File: src/imaenc_pkg.sv
`timescale 1ns / 1ps
`default_nettype none

package imaenc_pkg;

    localparam int ALU_W     = 19;
    localparam int SAMPLE_W  = 16;
    localparam int STEP_W    = 15;
    localparam int INDEX_W   = 7;
    localparam int CODE_W    = 4;
    localparam int MAG_W     = 3;
    localparam int CFG_W     = 2;
    localparam int REM_W     = 18;
    localparam int CH_LIMIT_DEFAULT = 2;
    localparam logic [INDEX_W-1:0] INDEX_MAX = 7'd88;
    localparam logic signed [ALU_W:0] PRED_MAX = 20'sd32767;
    localparam logic signed [ALU_W:0] PRED_MIN = -20'sd32768;

    typedef enum logic [2:0] {
        S_IDLE,
        S_DIFF,
        S_DIV,
        S_MOVE,
        S_UPD
    } t_state;

    typedef enum logic {
        ALU_ADD,
        ALU_SUB
    } t_alu_op;

    typedef struct packed {
        t_alu_op                 op;
        logic signed [ALU_W-1:0] a;
        logic signed [ALU_W-1:0] b;
    } t_alu_req;

    function automatic logic [STEP_W-1:0] imaenc_step(input logic [INDEX_W-1:0] idx);
        logic [STEP_W-1:0] s;
        case (idx)
            7'd0:  s = 15'd7;     7'd1:  s = 15'd8;     7'd2:  s = 15'd9;
            7'd3:  s = 15'd10;    7'd4:  s = 15'd11;    7'd5:  s = 15'd12;
            7'd6:  s = 15'd13;    7'd7:  s = 15'd14;    7'd8:  s = 15'd16;
            7'd9:  s = 15'd17;    7'd10: s = 15'd19;    7'd11: s = 15'd21;
            7'd12: s = 15'd23;    7'd13: s = 15'd25;    7'd14: s = 15'd28;
            7'd15: s = 15'd31;    7'd16: s = 15'd34;    7'd17: s = 15'd37;
            7'd18: s = 15'd41;    7'd19: s = 15'd45;    7'd20: s = 15'd50;
            7'd21: s = 15'd55;    7'd22: s = 15'd60;    7'd23: s = 15'd66;
            7'd24: s = 15'd73;    7'd25: s = 15'd80;    7'd26: s = 15'd88;
            7'd27: s = 15'd97;    7'd28: s = 15'd107;   7'd29: s = 15'd118;
            7'd30: s = 15'd130;   7'd31: s = 15'd143;   7'd32: s = 15'd157;
            7'd33: s = 15'd173;   7'd34: s = 15'd190;   7'd35: s = 15'd209;
            7'd36: s = 15'd230;   7'd37: s = 15'd253;   7'd38: s = 15'd279;
            7'd39: s = 15'd307;   7'd40: s = 15'd337;   7'd41: s = 15'd371;
            7'd42: s = 15'd408;   7'd43: s = 15'd449;   7'd44: s = 15'd494;
            7'd45: s = 15'd544;   7'd46: s = 15'd598;   7'd47: s = 15'd658;
            7'd48: s = 15'd724;   7'd49: s = 15'd796;   7'd50: s = 15'd876;
            7'd51: s = 15'd963;   7'd52: s = 15'd1060;  7'd53: s = 15'd1166;
            7'd54: s = 15'd1282;  7'd55: s = 15'd1411;  7'd56: s = 15'd1552;
            7'd57: s = 15'd1707;  7'd58: s = 15'd1878;  7'd59: s = 15'd2066;
            7'd60: s = 15'd2272;  7'd61: s = 15'd2499;  7'd62: s = 15'd2749;
            7'd63: s = 15'd3024;  7'd64: s = 15'd3327;  7'd65: s = 15'd3660;
            7'd66: s = 15'd4026;  7'd67: s = 15'd4428;  7'd68: s = 15'd4871;
            7'd69: s = 15'd5358;  7'd70: s = 15'd5894;  7'd71: s = 15'd6484;
            7'd72: s = 15'd7132;  7'd73: s = 15'd7845;  7'd74: s = 15'd8630;
            7'd75: s = 15'd9493;  7'd76: s = 15'd10442; 7'd77: s = 15'd11487;
            7'd78: s = 15'd12635; 7'd79: s = 15'd13899; 7'd80: s = 15'd15289;
            7'd81: s = 15'd16818; 7'd82: s = 15'd18500; 7'd83: s = 15'd20350;
            7'd84: s = 15'd22385; 7'd85: s = 15'd24623; 7'd86: s = 15'd27086;
            7'd87: s = 15'd29794;
            default: s = 15'd32767;
        endcase
        return s;
    endfunction

    function automatic logic signed [4:0] imaenc_adjust(input logic [MAG_W-1:0] mag);
        logic signed [4:0] d;
        case (mag)
            3'd4:    d = 5'sd2;
            3'd5:    d = 5'sd4;
            3'd6:    d = 5'sd6;
            3'd7:    d = 5'sd8;
            default: d = -5'sd1;
        endcase
        return d;
    endfunction

endpackage

`default_nettype wire

File: src/imaenc_addsub.sv
`timescale 1ns / 1ps
`default_nettype none

module imaenc_addsub
    import imaenc_pkg::*;
(
    input  wire t_alu_req               i_req,
    output logic signed [ALU_W:0]       o_res
);

    logic signed [ALU_W:0] a_ext;
    logic signed [ALU_W:0] b_ext;

    assign a_ext = (ALU_W + 1)'(i_req.a);
    assign b_ext = (ALU_W + 1)'(i_req.b);

    always_comb begin
        case (i_req.op)
            ALU_ADD: o_res = a_ext + b_ext;
            ALU_SUB: o_res = a_ext - b_ext;
            default: o_res = a_ext;
        endcase
    end

endmodule

`default_nettype wire

File: src/ima_adpcm_sample_encoder.sv
// IMA ADPCM encoder, 4 bits per sample, one or two interleaved channels.
// Input channel: i_in_valid / o_in_stall with i_sample. A request is taken
// when valid is high and stall is low; samples arrive interleaved in channel
// order. Output channel: o_out_valid / i_out_stall with o_packed_pair. One
// word goes out for every second sample: earlier code in bits 11:8, later
// code in bits 3:0.
// Each sample passes through accept, difference, three quotient bits on the
// shared add/subtract unit, step-move product, and predictor update on the
// same unit. Stall stays high until the update completes, so no new sample
// is taken while one is in work. The word is valid in the output register
// once the update of the second sample of its pair completes, in the same
// cycle the next sample can be taken; if that register is still held by a
// stalled receiver when the next word is ready, the update waits.
// i_cfg_wr_en / i_cfg_wr_data set the channel count (0 acts as 1, values
// above CH_LIMIT saturate); write it only while idle.
// Reset (synchronous, active low) clears predictors, step indices, channel
// and pairing state, drops any pending word and sets the count to 1; stall
// is held high while reset is asserted.
`timescale 1ns / 1ps
`default_nettype none

module ima_adpcm_sample_encoder
    import imaenc_pkg::*;
#(
    parameter int CH_LIMIT = CH_LIMIT_DEFAULT
) (
    input  wire                        i_clk,
    input  wire                        i_rst_n,
    input  wire                        i_cfg_wr_en,
    input  wire  [CFG_W-1:0]           i_cfg_wr_data,
    input  wire                        i_in_valid,
    output logic                       o_in_stall,
    input  wire  signed [SAMPLE_W-1:0] i_sample,
    output logic                       o_out_valid,
    input  wire                        i_out_stall,
    output logic [SAMPLE_W-1:0]        o_packed_pair
);

    localparam int CH_W = (CH_LIMIT > 1) ? $clog2(CH_LIMIT) : 1;

    t_state                     r_state, n_state;
    logic [CFG_W-1:0]           r_channel_count, n_channel_count;
    logic [CH_W-1:0]            r_cur_ch, n_cur_ch;
    logic [CH_W-1:0]            r_ch, n_ch;
    logic signed [SAMPLE_W-1:0] r_pred [CH_LIMIT];
    logic signed [SAMPLE_W-1:0] n_pred [CH_LIMIT];
    logic [INDEX_W-1:0]         r_idx [CH_LIMIT];
    logic [INDEX_W-1:0]         n_idx [CH_LIMIT];
    logic signed [SAMPLE_W-1:0] r_sample, n_sample;
    logic signed [SAMPLE_W-1:0] r_pred_cur, n_pred_cur;
    logic [INDEX_W-1:0]         r_idx_cur, n_idx_cur;
    logic [STEP_W-1:0]          r_step, n_step;
    logic                       r_neg, n_neg;
    logic [REM_W-1:0]           r_rem, n_rem;
    logic [MAG_W-1:0]           r_mag, n_mag;
    logic [1:0]                 r_bit, n_bit;
    logic [SAMPLE_W-1:0]        r_move, n_move;
    logic                       r_phase, n_phase;
    logic [CODE_W-1:0]          r_held, n_held;
    logic                       r_out_valid, n_out_valid;
    logic [SAMPLE_W-1:0]        r_out_data, n_out_data;

    logic [3:0]                 act_count;
    logic [CH_W-1:0]            ch_sel;
    logic [3:0]                 ch_inc;
    t_alu_req                   alu_req;
    logic signed [ALU_W:0]      alu_res;
    logic [SAMPLE_W:0]          diff_abs;
    logic [REM_W-2:0]           step_sh;
    logic                       div_ge;
    logic [REM_W-1:0]           prod;
    logic [REM_W-1:0]           move_sum;
    logic signed [SAMPLE_W-1:0] pred_sat;
    logic signed [8:0]          idx_sum;
    logic [INDEX_W-1:0]         idx_new;
    logic [CODE_W-1:0]          code;
    logic                       in_accept;
    logic                       out_free;

    imaenc_addsub u_addsub (
        .i_req (alu_req),
        .o_res (alu_res)
    );

    always_comb begin
        if (r_channel_count == '0) begin
            act_count = 4'd1;
        end else if (4'(r_channel_count) > 4'(CH_LIMIT)) begin
            act_count = 4'(CH_LIMIT);
        end else begin
            act_count = 4'(r_channel_count);
        end
    end

    assign ch_sel    = (4'(r_cur_ch) >= act_count) ? '0 : r_cur_ch;
    assign ch_inc    = 4'(r_ch) + 4'd1;
    assign in_accept = i_in_valid && !o_in_stall;
    assign out_free  = !r_out_valid || !i_out_stall;

    assign diff_abs  = alu_res[ALU_W] ? (SAMPLE_W + 1)'(-alu_res) : (SAMPLE_W + 1)'(alu_res);
    assign step_sh   = (REM_W - 1)'(r_step) << r_bit;
    assign div_ge    = !alu_res[ALU_W];
    assign prod      = REM_W'(r_step) * REM_W'(r_mag);
    assign move_sum  = REM_W'(prod[REM_W-1:2]) + REM_W'(r_step[STEP_W-1:3]);
    assign idx_sum   = $signed({2'b00, r_idx_cur}) + 9'(imaenc_adjust(r_mag));
    assign code      = {r_neg, r_mag};

    always_comb begin
        if (alu_res > PRED_MAX) begin
            pred_sat = 16'sd32767;
        end else if (alu_res < PRED_MIN) begin
            pred_sat = -16'sd32768;
        end else begin
            pred_sat = alu_res[SAMPLE_W-1:0];
        end
    end

    always_comb begin
        if (idx_sum < 9'sd0) begin
            idx_new = '0;
        end else if (idx_sum > $signed({2'b00, INDEX_MAX})) begin
            idx_new = INDEX_MAX;
        end else begin
            idx_new = idx_sum[INDEX_W-1:0];
        end
    end

    always_comb begin
        case (r_state)
            S_DIFF: begin
                alu_req.op = ALU_SUB;
                alu_req.a  = ALU_W'(r_sample);
                alu_req.b  = ALU_W'(r_pred_cur);
            end
            S_DIV: begin
                alu_req.op = ALU_SUB;
                alu_req.a  = $signed({1'b0, r_rem});
                alu_req.b  = $signed({2'b00, step_sh});
            end
            S_UPD: begin
                alu_req.op = r_neg ? ALU_SUB : ALU_ADD;
                alu_req.a  = ALU_W'(r_pred_cur);
                alu_req.b  = $signed({3'b000, r_move});
            end
            default: begin
                alu_req.op = ALU_ADD;
                alu_req.a  = '0;
                alu_req.b  = '0;
            end
        endcase
    end

    always_comb begin
        n_state         = r_state;
        n_channel_count = i_cfg_wr_en ? i_cfg_wr_data : r_channel_count;
        n_cur_ch        = r_cur_ch;
        n_ch            = r_ch;
        n_pred          = r_pred;
        n_idx           = r_idx;
        n_sample        = r_sample;
        n_pred_cur      = r_pred_cur;
        n_idx_cur       = r_idx_cur;
        n_step          = r_step;
        n_neg           = r_neg;
        n_rem           = r_rem;
        n_mag           = r_mag;
        n_bit           = r_bit;
        n_move          = r_move;
        n_phase         = r_phase;
        n_held          = r_held;
        n_out_valid     = r_out_valid && i_out_stall;
        n_out_data      = r_out_data;
        o_in_stall      = 1'b1;

        case (r_state)
            S_IDLE: begin
                o_in_stall = !i_rst_n;
                if (in_accept) begin
                    n_sample   = i_sample;
                    n_ch       = ch_sel;
                    n_pred_cur = r_pred[ch_sel];
                    n_idx_cur  = r_idx[ch_sel];
                    n_step     = imaenc_step(r_idx[ch_sel]);
                    n_state    = S_DIFF;
                end
            end
            S_DIFF: begin
                n_neg   = alu_res[ALU_W];
                n_rem   = {diff_abs[SAMPLE_W-1:0], 2'b00};
                n_mag   = '0;
                n_bit   = 2'd2;
                n_state = S_DIV;
            end
            S_DIV: begin
                if (div_ge) begin
                    n_rem = alu_res[REM_W-1:0];
                end
                n_mag = {r_mag[MAG_W-2:0], div_ge};
                n_bit = r_bit - 2'd1;
                if (r_bit == 2'd0) begin
                    n_state = S_MOVE;
                end
            end
            S_MOVE: begin
                n_move  = move_sum[SAMPLE_W-1:0];
                n_state = S_UPD;
            end
            S_UPD: begin
                if (!r_phase || out_free) begin
                    n_pred[r_ch] = pred_sat;
                    n_idx[r_ch]  = idx_new;
                    n_cur_ch     = (ch_inc >= act_count) ? '0 : CH_W'(ch_inc);
                    n_phase      = !r_phase;
                    if (r_phase) begin
                        n_out_valid = 1'b1;
                        n_out_data  = {4'b0000, r_held, 4'b0000, code};
                    end else begin
                        n_held = code;
                    end
                    n_state = S_IDLE;
                end
            end
            default: begin
                n_state = S_IDLE;
            end
        endcase
    end

    always_ff @(posedge i_clk) begin
        if (!i_rst_n) begin
            r_state <= S_IDLE;
        end else begin
            r_state <= n_state;
        end
    end

    always_ff @(posedge i_clk) begin
        if (!i_rst_n) begin
            r_channel_count <= CFG_W'(1);
            r_cur_ch        <= '0;
            r_phase         <= 1'b0;
            r_held          <= '0;
            r_out_valid     <= 1'b0;
            for (int i = 0; i < CH_LIMIT; i++) begin
                r_pred[i] <= '0;
                r_idx[i]  <= '0;
            end
        end else begin
            r_channel_count <= n_channel_count;
            r_cur_ch        <= n_cur_ch;
            r_phase         <= n_phase;
            r_held          <= n_held;
            r_out_valid     <= n_out_valid;
            r_pred          <= n_pred;
            r_idx           <= n_idx;
        end
    end

    always_ff @(posedge i_clk) begin
        r_ch       <= n_ch;
        r_sample   <= n_sample;
        r_pred_cur <= n_pred_cur;
        r_idx_cur  <= n_idx_cur;
        r_step     <= n_step;
        r_neg      <= n_neg;
        r_rem      <= n_rem;
        r_mag      <= n_mag;
        r_bit      <= n_bit;
        r_move     <= n_move;
        r_out_data <= n_out_data;
    end

    assign o_out_valid   = r_out_valid;
    assign o_packed_pair = r_out_data;

    a_ch_in_range: assert property (@(posedge i_clk) disable iff (!i_rst_n)
        r_state == S_DIFF |-> 4'(r_ch) < act_count)
        else $error("channel select out of range");

    a_idx_bound: assert property (@(posedge i_clk) disable iff (!i_rst_n)
        r_state == S_DIFF |-> r_idx_cur <= INDEX_MAX)
        else $error("step index above table");

    a_div_done: assert property (@(posedge i_clk) disable iff (!i_rst_n)
        r_state == S_DIV && r_bit == 2'd0 |=> r_state == S_MOVE)
        else $error("quotient loop did not finish after three bits");

    a_pair_out: assert property (@(posedge i_clk) disable iff (!i_rst_n)
        r_state == S_UPD && r_phase && out_free |=> o_out_valid && !r_phase)
        else $error("paired word not issued");

    a_pad_zero: assert property (@(posedge i_clk) disable iff (!i_rst_n)
        o_out_valid |-> o_packed_pair[15:12] == 4'd0 && o_packed_pair[7:4] == 4'd0)
        else $error("packed word padding not zero");

endmodule

`default_nettype wire
File: config.mk
export PLATFORM = sky130hd
export DESIGN_NAME = ima_adpcm_sample_encoder
export DESIGN_NICKNAME = d
export VERILOG_FILES = /design/src/imaenc_pkg.sv /design/src/imaenc_addsub.sv /design/src/ima_adpcm_sample_encoder.sv
export SDC_FILE = /design/constraint.sdc
export NUM_CORES = 1
export LEC_CHECK = 0
export ABC_CLOCK_PERIOD_IN_PS = 8300
export BUFFER_PORTS_ARGS = -buffer_cell sky130_fd_sc_hd__buf_2
export CORE_ASPECT_RATIO = 1.2
export CORE_MARGIN = 2
export CORE_UTILIZATION = 25
export CTS_BUF_LIST = sky130_fd_sc_hd__clkbuf_4 sky130_fd_sc_hd__clkbuf_8
export CTS_CLUSTER_DIAMETER = 120
export CTS_CLUSTER_SIZE = 40
export DETAILED_ROUTE_END_ITERATION = 10
export GPL_TIMING_DRIVEN = 0
export PLACE_DENSITY = 0.45
export SLEW_MARGIN = 15
export SYNTH_ARGS = -nofsm -noshare
export SYNTH_HDL_FRONTEND = slang
export SYNTH_HIERARCHICAL = 1
export SYNTH_SLANG_ARGS = --single-unit
File: constraint.sdc
create_clock -name i_clk -period 8.3 [get_ports i_clk]
set_clock_uncertainty 0.05 [all_clocks]
set_input_delay 1.66 -clock i_clk [delete_from_list [all_inputs] [get_ports i_clk]]
set_output_delay 1.66 -clock i_clk [all_outputs]
set_load 0.1 [all_outputs]
==> impl_metrics.yaml, run 1 <==
run_status:
  status: "finished, final reports clean"
floorplanning:
  dieArea_mm2: 0.0514
  die_x_um: 207
  die_h_um: 248
  start_util_pct: 25.2
  row_count: 89
  core_mm2: 0.0491
  io_pins: 41
layout:
  nets: 1607
  drive_gt1_share_pct: 10.1
  fill_cells: 5261
  diodes: 0
  areaGrowthSynthToFinish_pct: 11.9
  fin_cells: 2148
grt:
  antenna_found_initial: 0
  grt_overflow_total: 0
  grt_pass1_wl_um: 66300
  grt_pass1_vias: 10900
  grt_max_degree: 28
  grtUsageTotal_pct: 17.0
routing:
  wl_met1_um: 18700
  drt_iter0_markers: 910
  met2_length_um: 21300
  avgViaCountPerCell: 5.20
  routed_wl_um: 43400
  final_antenna_net_count: 0
  first_pass_iters: 6
  wl_met3_um: 1630
  routed.top_layer: "met4"
  via_count: 11200
  remaining_drc_errors: 0
  wl_per_cell_um: 20.2
setup_path:
  worst-path-max-fanout: 10
  required_ps: 8690
  cp_cell_sequence: "nor3b_1 -> buf_2 -> buf_1 -> a21o_1 -> clkbuf_1 -> buf_1 -> mux2i_1 -> fa_1 -> a211oi_1 -> o21bai_1 -> o221ai_1 -> a21oi_1 -> o41ai_1 -> xnor2_1 -> nor4_1 -> nor2_1 -> clkbuf_1 -> o21ai_0 -> o21ai_0 -> and2_1"
  r2r_setup_slack_ps: 1140
  r2r_cells: 20
  cp_slowest_cell: "buf_1"
  path_class: "reg -> reg"
  start_kind: "register"
  arrival_ps: 7550
  r2r-start: "r_state[2]"
  regToRegEndpoint: "r_pred[10]"
  max_stage_delay_ps: 650
  worstSetupEndpointType: "register"
timing:
  fin_crit_ps: 7160
  rsz0062_at_grt: "no"
  setup_viol: 0
  max_freq_mhz: 140
  fin_tns_setup_ps: 0
  final_hold_viol_count: 0
  finalCritPeriodShare_pct: 86.3
  worst_slew_pin_slew_ps: 1060
  slew_violations: 0
  max-slew-margin-rel_pct: 28.6
clock_tree:
  cts-resized-gates: 0
  clock_latency_ps: 540
  cts_made_buffers: 17
  cts_hold_buf: 0
  cts_tree: "done"
  htreeDepth: 4
  clock-sinks: 160
  cts_setup_buffers: 0
  clockBufferDepth: 2
  clockRootBuffer: "clkbuf_8"
  path_clk_slew_ps: 90
logic_synthesis:
  seq_area_frac_synth_pct: 34.2
  avgSynthCellArea_um2: 8.62
  synth_edf_count: 103
  async_reset_ff_share_pct: 0
  ys_types: 90
  synthFlopType: "edfxtp_1"
  synthCells: 1438
  yosys_warnings: 6
  netlist_area_mm2: 0.0124
  synth_seq_cells: 160
placed_design:
  gp_congestion: 0.974
  dpl.cell_count: 2116
  hpwl_um: 33500
  port_buffers: 31
min_path:
  worstHoldPathCells: 0
  worstHoldStart: "r_held[3]"
  min_to: "o_packed_pair[11]"
  min_path_type: "reg -> reg"
power:
  power.density_mw_per_mm2: 205
  leakagePower_nw: 5.29
  ir_drop_mv: 0.108
flow_run:
  max_cap_violations: 0
==> worst max path at each step <==
stage	startpoint	to	slack, ps	cells past startpoint
2_1_floorplan	r_bit[1]	r_rem[0]	2400	20
3_3_place_gp	r_state[2]	r_rem[13]	530	18
3_5_place_dp	r_state[2]	r_rem[14]	1280	22
4_1_cts	r_state[2]	r_rem[14]	1240	22
5_1_grt	r_bit[0]	r_pred[26]	680	25
6_report	r_state[2]	r_pred[10]	1140	20
==> cell usage in the layout, fill, tap and decap left out, types with 7 or more instances in the layout <==
| cell | Yosys | final |
|---|---|---|
| o211ai_1 | 17 | 17 |
| clkbuf_1 | 53 | 53 |
| edfxtp_1 | 103 | 103 |
| and2_1 | 41 | 41 |
| a32oi_1 | 7 | 7 |
| dfxtp_1 | 57 | 57 |
| a22oi_1 | 28 | 28 |
| fa_1 | 17 | 17 |
| buf_4 | 11 | 11 |
| a21oi_1 | 91 | 90 |
| ha_1 | 69 | 69 |
| a211oi_1 | 8 | 8 |
| inv_1 | 54 | 54 |
| nor2b_1 | 13 | 13 |
| o21a_1 | 7 | 7 |
| mux2_2 | 17 | 17 |
| mux2i_1 | 24 | 24 |
| nor3b_1 | 7 | 7 |
| a31oi_1 | 19 | 19 |
| and3_1 | 8 | 8 |
| clkbuf_8 | 4 | 21 |
| buf_2 | 15 | 46 |
| nand2_1 | 214 | 214 |
| buf_1 | 11 | 11 |
| o21ai_0 | 136 | 136 |
| a21boi_0 | 10 | 10 |
| nor3_1 | 21 | 21 |
| xor2_1 | 26 | 26 |
| a21o_1 | 20 | 20 |
| xnor2_1 | 49 | 49 |
| o22ai_1 | 8 | 7 |
| nor2_1 | 88 | 87 |
| nand2b_1 | 10 | 10 |
| o21ai_1 | 14 | 14 |
| nand3_1 | 33 | 33 |
| conb_1 | 1 | 8 |
==> stage by stage <==
| step | util [%] | instance area [um^2] | total power, W | worst slack [ps] | hold WS, ps |
|---|---|---|---|---|---|
| 3_5_place_dp | 27.4 | 13400 | 0.00221 | 1280 | 369 |
| 5_1_grt | 28.2 | 13900 | 0.00303 | 678 | 402 |
| 3_3_place_gp | 27.2 | 13400 | 0.00220 | 526 | 372 |
| 2_1_floorplan | - | 12400 | 0.00186 | 2400 | 358 |
| 4_1_cts | 28.2 | 13900 | 0.00286 | 1240 | 394 |
| 6_report | 28.2 | 13900 | 0.00284 | 1140 | 388 |
==> logic make-up after synthesis <==
group                      count (synthesis)  synth area share [%]
and+or+nand+nor                          476                  17.9
AOI/OAI and AO/OA                        431                  22.0
DFF                                      160                  34.2
buffers and inverters                    157                  5.64
adders and majority gates                 86                  9.72
xor gates and xnor gates                  77                  5.56
muxes                                     50                  4.91
other                                      1                0.0303
==> Yosys cell counts (7+ instances only) <==
cell	n	area share [%]
nand2_1	214	6.5
o21ai_0	136	5.5
edfxtp_1	103	25
a21oi_1	91	3.7
nor2_1	88	2.7
ha_1	69	7.0
dfxtp_1	57	9.2
inv_1	54	1.6
clkbuf_1	53	1.6
xnor2_1	49	3.5
and2_1	41	2.1
nand3_1	33	1.3
a22oi_1	28	1.7
xor2_1	26	1.8
mux2i_1	24	1.9
nor3_1	21	0.85
a21o_1	20	1.2
a31oi_1	19	0.96
fa_1	17	2.7
mux2_2	17	1.5
o211ai_1	17	1.0
buf_2	15	0.61
o21ai_1	14	0.57
nor2b_1	13	0.66
buf_1	11	0.33
buf_4	11	0.67
a21boi_0	10	0.61
nand2b_1	10	0.50
a211oi_1	8	0.48
and3_1	8	0.40
o22ai_1	8	0.40
a32oi_1	7	0.49
nor3b_1	7	0.42
o21a_1	7	0.42
==> layer usage <==
layer / GRT usage [%] / vias to the layer above
li1: - / 5297
met1: 20.4 / 5448
met2: 29.9 / 321
met3: 2.64 / 93
met4: 8.05 / 0
met5: 0 / -
==> state kept, by name (all words and copies together) (netlist names), 2 cells and up <==
| name | count |
|---|---|
| r_sample | 16 |
| r_state | 3 |
| r_mag | 3 |
| r_move | 16 |
| r_idx | 14 |
| r_pred | 32 |
| r_step | 15 |
| r_pred_cur | 16 |
| r_idx_cur | 7 |
| r_bit | 2 |
| r_rem | 18 |
| o_packed_pair | 8 |
| r_held | 4 |
==> layout make-up <==
class / instances / area, um^2 / area share [%]
Inverter: 62 / 234 / 1.69
Tap cell: 637 / 797 / 5.75
Timing Repair Buffer: 34 / 218 / 1.57
Clock buffer: 21 / 264 / 1.90
Sequential cell: 160 / 4230 / 30.5
Clock inverter: 11 / 155 / 1.12
Buffer: 95 / 464 / 3.35
Multi-Input combinational cell: 1128 / 7500 / 54.1
==> worst max-delay path, delay by kind of cell, from the launching register on <==
family | cells | cell delay (ps)
muxes | 1 | 260
DFF | 1 | 490
AOI/OAI and AO/OA | 8 | 2190
buffers and inverters | 5 | 2150
and+or+nand+nor | 4 | 1200
xor gates and xnor gates | 1 | 170
adders and majority gates | 1 | 540
==> report_power, final <==
part / leakage [nW] / total (W) / internal (W) / switching (W)
clock: 0.217 / 0.000642 / 0.000314 / 0.000328
sequential: 1.42 / 0.000971 / 0.000941 / 0.0000298
combinational: 3.66 / 0.00123 / 0.000431 / 0.000798
Note: power is estimated with default switching activity, not from simulation.
==> run 2, diff against run 1 <==
GPL_TIMING_DRIVEN = default   (was 0)
RECOVER_POWER = 100   (was default)
==> impl_metrics.yaml, run 2 (synthesized netlist as in run 1, its figures left out) <==
placed_design:
  gp_congestion: 0.882
  dpl.cell_count: 2039
  dpl_cell_area_mm2: 0.0131
  port_buffers: 31
  hpwl_um: 27300
layout:
  fin_cells: 2071
  mostFrequentLayoutCell: "nand2_1"
  final_cell_mix: "nand2_1, o21ai_0, edfxtp_1"
  drive_gt1_share_pct: 7.11
  fill_cells: 5278
  ff_latch_area_mm2: 0.00423
  final_area_mm2: 0.0134
  largest_reg_flops: 32
  nets: 1530
  reg_top3: "r_pred: 32 flops, r_rem: 18 flops"
  multi_input_area_mm2: 0.00746
  diodes: 0
  areaGrowthSynthToFinish_pct: 8.08
  top_register: "r_pred"
power:
  p_int_w: 0.00165
  clkPwrFrac_pct: 22.6
  total_power_w: 0.00273
  pwr-share-seq_pct: 36.0
  switching_power_w: 0.00108
  leakagePower_nw: 5.00
  power.density_mw_per_mm2: 204
  switching_share_pct: 39.5
  pwr-share-comb_pct: 41.4
  ir_drop_mv: 0.0968
floorplanning:
  die_h_um: 248
  io_pins: 41
  row_count: 89
  die_x_um: 207
  core_mm2: 0.0491
  start_util_pct: 25.2
  dieArea_mm2: 0.0514
timing:
  worst_slew_pin_slew_ps: 3800
  fin_tns_setup_ps: 0
  max_freq_mhz: 137
  finalCritPeriodShare_pct: 87.8
  holdWs_ps: 385
  max-slew-margin-rel_pct: -153
  fin_crit_ps: 7290
  slew_violations: 179
  setup_viol: 0
  final_hold_viol_count: 0
  rsz0062_at_grt: "no"
routing:
  avgViaCountPerCell: 5.09
  remaining_drc_errors: 0
  final_antenna_net_count: 0
  drt_iter0_markers: 816
  wl_per_cell_um: 18.1
  routed_wl_um: 37600
  via_count: 10500
  first_pass_iters: 5
flow_run:
  max_cap_violations: 5
clock_tree:
  htreeDepth: 4
  cts_setup_buffers: 0
  cts_made_buffers: 17
  path_clk_slew_ps: 90
  clock-sinks: 160
  clockRootBuffer: "clkbuf_8"
  cts_hold_buf: 0
  clockBufferDepth: 2
  cts_tree: "done"
  clock_latency_ps: 490
  cts-resized-gates: 0
grt:
  grtUsageTotal_pct: 14.7
  grt_max_degree: 57
  grt_overflow_total: 0
  grt_pass1_vias: 10400
  antenna_found_initial: 0
  grt_pass1_wl_um: 59600
run_status:
  status: "finished with violations"
  violations: "max-capacitance violations, max-slew violations"
setup_path:
  arrival_ps: 7480
  worst-path-max-fanout: 35
  worstSetupEndpointType: "register"
  required_ps: 8490
  start_kind: "register"
  path_class: "reg -> reg"
min_path:
  min_path_type: "reg -> reg"
==> run 2: changes by cell type in the layout (fill, tap and decap cells not counted), sizes merged <==
cell      change
clkinv        +1
clkbuf       -35
inv           -1
clkinvlp      +3
buf          -45
==> run 2: metal layers <==
metal	vias to the layer above	share of wire (%)	track usage [%]
met4	0	1.7	3.57
met1	5162	45	18.3
met5	-	0	0
met2	208	51	27.0
li1	5137	-	-
met3	38	2.8	1.91
==> run 2: through the flow <==
stage | setup slack, ps | utilization [%]
floorplan | 2400 | -
global placement | 1210 | 26.7
detailed placement | 1240 | 26.7
CTS | 1210 | 27.5
global route | 415 | 27.3
finish | 1010 | 27.3
==> run 2: worst max-delay path: stages, from the launching register on <==
cell and delay, ps:
dfxtp_1 360, buf_4 350, nor3b_1 530, clkbuf_1 750, nand2_1 110, o21ai_0 280
nor4_1 160, nand2_1 210, nor2_1 80, a21oi_1 190, xnor2_1 130, ha_1 460
nand3_1 170, nor2_1 140, nand2_1 60, o21ai_0 520, a31oi_1 250, xnor2_2 840
clkbuf_1 500, nand2_1 230, nand2_1 240, o31ai_1 110, xor2_1 210, o21ai_0 90
==> run 2: path summary, 6_finish.rpt <==
kind / startpoint / end / slack, ps / depth (start not counted)
worst max register to register: r_state[2] / r_rem[14] / 1010 / 23
worst min-delay path: r_held[3] / o_packed_pair[11] / 390 / 0
worst min register to register: r_held[3] / o_packed_pair[11] / 390 / 0
worst max-delay path: r_state[2] / r_rem[14] / 1010 / 23
==> run 2: layout make-up <==
class | count | area share, %
flip-flops and latches | 160 | 31.6
clock buffers | 18 | 1.80
repair buffers | 52 | 1.93
clock inverters | 14 | 1.21
multi-input cells | 1128 | 55.7
inverters | 62 | 1.75
well taps | 637 | 5.95
==> run 2: power by group through the flow <==
stage	Combinational (W)	Sequential (W)	Clock (W)
2_1_floorplan	0.000884	0.000974	0
3_3_place_gp	0.00114	0.000999	0
3_5_place_dp	0.00114	0.00100	0
4_1_cts	0.00115	0.000983	0.000639
5_1_grt	0.00127	0.000990	0.000667
6_report	0.00113	0.000983	0.000618
==> run 3, diff against run 2 <==
CTS_BUF_LIST = default   (was sky130_fd_sc_hd__clkbuf_4 sky130_fd_sc_hd__clkbuf_8)
==> impl_metrics.yaml, run 3 (synthesized netlist as in run 1, its figures left out) <==
setup_path:
  worst-path-max-fanout: 35
  required_ps: 8450
  start_kind: "register"
  max_stage_delay_ps: 800
  cp_slowest_cell: "xnor2_2"
  crit_top_cell: "nand2_1"
  regToRegEndpoint: "r_rem[14]"
  worstSetupEndpointType: "register"
  path_class: "reg -> reg"
  cp_cell_sequence: "buf_4 -> nor3b_1 -> clkbuf_1 -> nand2_1 -> o21ai_0 -> nor4_1 -> nand2_1 -> nor2_1 -> a21oi_1 -> xnor2_1 -> ha_1 -> nand3_1 -> nor2_1 -> nand2_1 -> o21ai_0 -> a31oi_1 -> xnor2_2 -> clkbuf_1 -> nand2_1 -> nand2_1 -> o31ai_1 -> xor2_1 -> o21ai_0"
  r2r-start: "r_state[2]"
  arrival_ps: 7380
  r2r_cells: 23
  r2r_setup_slack_ps: 1070
flow_run:
  max_cap_violations: 5
timing:
  max_freq_mhz: 138
  finalCritPeriodShare_pct: 87.1
  fin_crit_ps: 7230
  max-slew-margin-rel_pct: -152
  final_hold_viol_count: 0
  setup_viol: 0
  slew_violations: 179
  fin_tns_setup_ps: 0
  worst_slew_pin_slew_ps: 3780
  rsz0062_at_grt: "no"
placed_design:
  gp_congestion: 0.882
  port_buffers: 31
  hpwl_um: 27300
  dpl_cell_area_mm2: 0.0131
grt:
  grt_max_degree: 57
  antenna_found_initial: 0
  grt_overflow_total: 0
  grt_pass1_wl_um: 59900
  grt_pass1_vias: 10300
  grtUsageTotal_pct: 14.8
floorplanning:
  start_util_pct: 25.2
  core_mm2: 0.0491
  die_h_um: 248
  io_pins: 41
  die_x_um: 207
  dieArea_mm2: 0.0514
  row_count: 89
layout:
  ff_latch_area_mm2: 0.00423
  final_cell_mix: "nand2_1, o21ai_0, edfxtp_1"
  multi_input_area_mm2: 0.00746
  nets: 1530
  top_register: "r_pred"
  drive_gt1_share_pct: 7.04
  mostFrequentLayoutCell: "nand2_1"
  final_area_mm2: 0.0136
  areaGrowthSynthToFinish_pct: 9.59
  fill_cells: 5262
  largest_reg_flops: 32
  diodes: 0
  reg_top3: "r_pred: 32 flops, r_rem: 18 flops"
routing:
  via_count: 10500
  final_antenna_net_count: 0
  routed_wl_um: 37600
  remaining_drc_errors: 0
  drt_iter0_markers: 757
  first_pass_iters: 5
  wl_per_cell_um: 18.1
  avgViaCountPerCell: 5.07
clock_tree:
  cts_hold_buf: 0
  clock_latency_ps: 450
  path_clk_slew_ps: 70
  cts_setup_buffers: 0
  cts-resized-gates: 0
  htreeDepth: 4
  cts_made_buffers: 17
  clockRootBuffer: "clkbuf_16"
  clock-sinks: 160
  cts_tree: "done"
  clockBufferDepth: 2
min_path:
  worstHoldPathCells: 0
  min_path_type: "reg -> reg"
  min_to: "o_packed_pair[11]"
  worstHoldStart: "r_held[3]"
power:
  ir_drop_mv: 0.140
  power.density_mw_per_mm2: 216
  leakagePower_nw: 5.09
run_status:
  violations: "max-capacitance violations, max-slew violations"
  status: "finished with violations"
run 3: power by group:
group / switching [W] / internal [W] / leakage, nW
sequential: 0.0000389 / 0.000945 / 1.42
combinational: 0.000717 / 0.000409 / 3.39
clock: 0.000345 / 0.000472 / 0.286
run 3: worst max path at each step:
stage,startpoint,end,slack [ps],cells after the start
finish,r_state[2],r_rem[14],1070,23
CTS,r_bit[1],r_pred[6],1210,21
floorplan,r_bit[1],r_rem[0],2400,20
detailed placement,r_bit[1],r_pred[6],1240,21
global placement,r_bit[1],r_pred[6],1210,21
global route,r_state[2],r_rem[14],390,23
run 3: final cells by class:
| class | instances | area share, % |
|---|---|---|
| Sequential cell | 160 | 31.2 |
| Timing Repair Buffer | 52 | 1.91 |
| Clock buffer | 18 | 3.16 |
| Multi-Input combinational cell | 1128 | 55.0 |
| Clock inverter | 14 | 1.20 |
| Inverter | 62 | 1.72 |
| Tap cell | 637 | 5.87 |
run 3: through the flow:
| step | total power [W] | utilization (%) | hold WS (ps) | instances | worst slack (ps) |
|---|---|---|---|---|---|
| 2_1_floorplan | 0.00186 | - | 358 | 1445 | 2400 |
| 3_3_place_gp | 0.00214 | 26.7 | 366 | 2039 | 1210 |
| 3_5_place_dp | 0.00214 | 26.7 | 373 | 2039 | 1240 |
| 4_1_cts | 0.00297 | 27.9 | 384 | 2071 | 1210 |
| 5_1_grt | 0.00313 | 27.6 | 390 | 2071 | 393 |
| 6_report | 0.00293 | 27.6 | 381 | 2071 | 1070 |
run 3: routing by layer:
metal / global-route usage [%] / up-vias / wire length [um]
li1: - / 5139 / -
met1: 18.4 / 5129 / 16800
met2: 27.0 / 201 / 19000
met3: 1.95 / 35 / 1080
met4: 3.80 / 0 / 638
met5: 0 / - / 0
run 3: worst max-delay path: cells and delay by family (launching register included):
kind	cells	cell delay (ps)
adder cells (fa/ha/maj)	1	460
buffers and inverters	3	1610
AND/OR/NAND/NOR	10	1910
XOR/XNOR	3	1130
AO/OA/AOI/OAI	6	1410
flip-flops	1	350
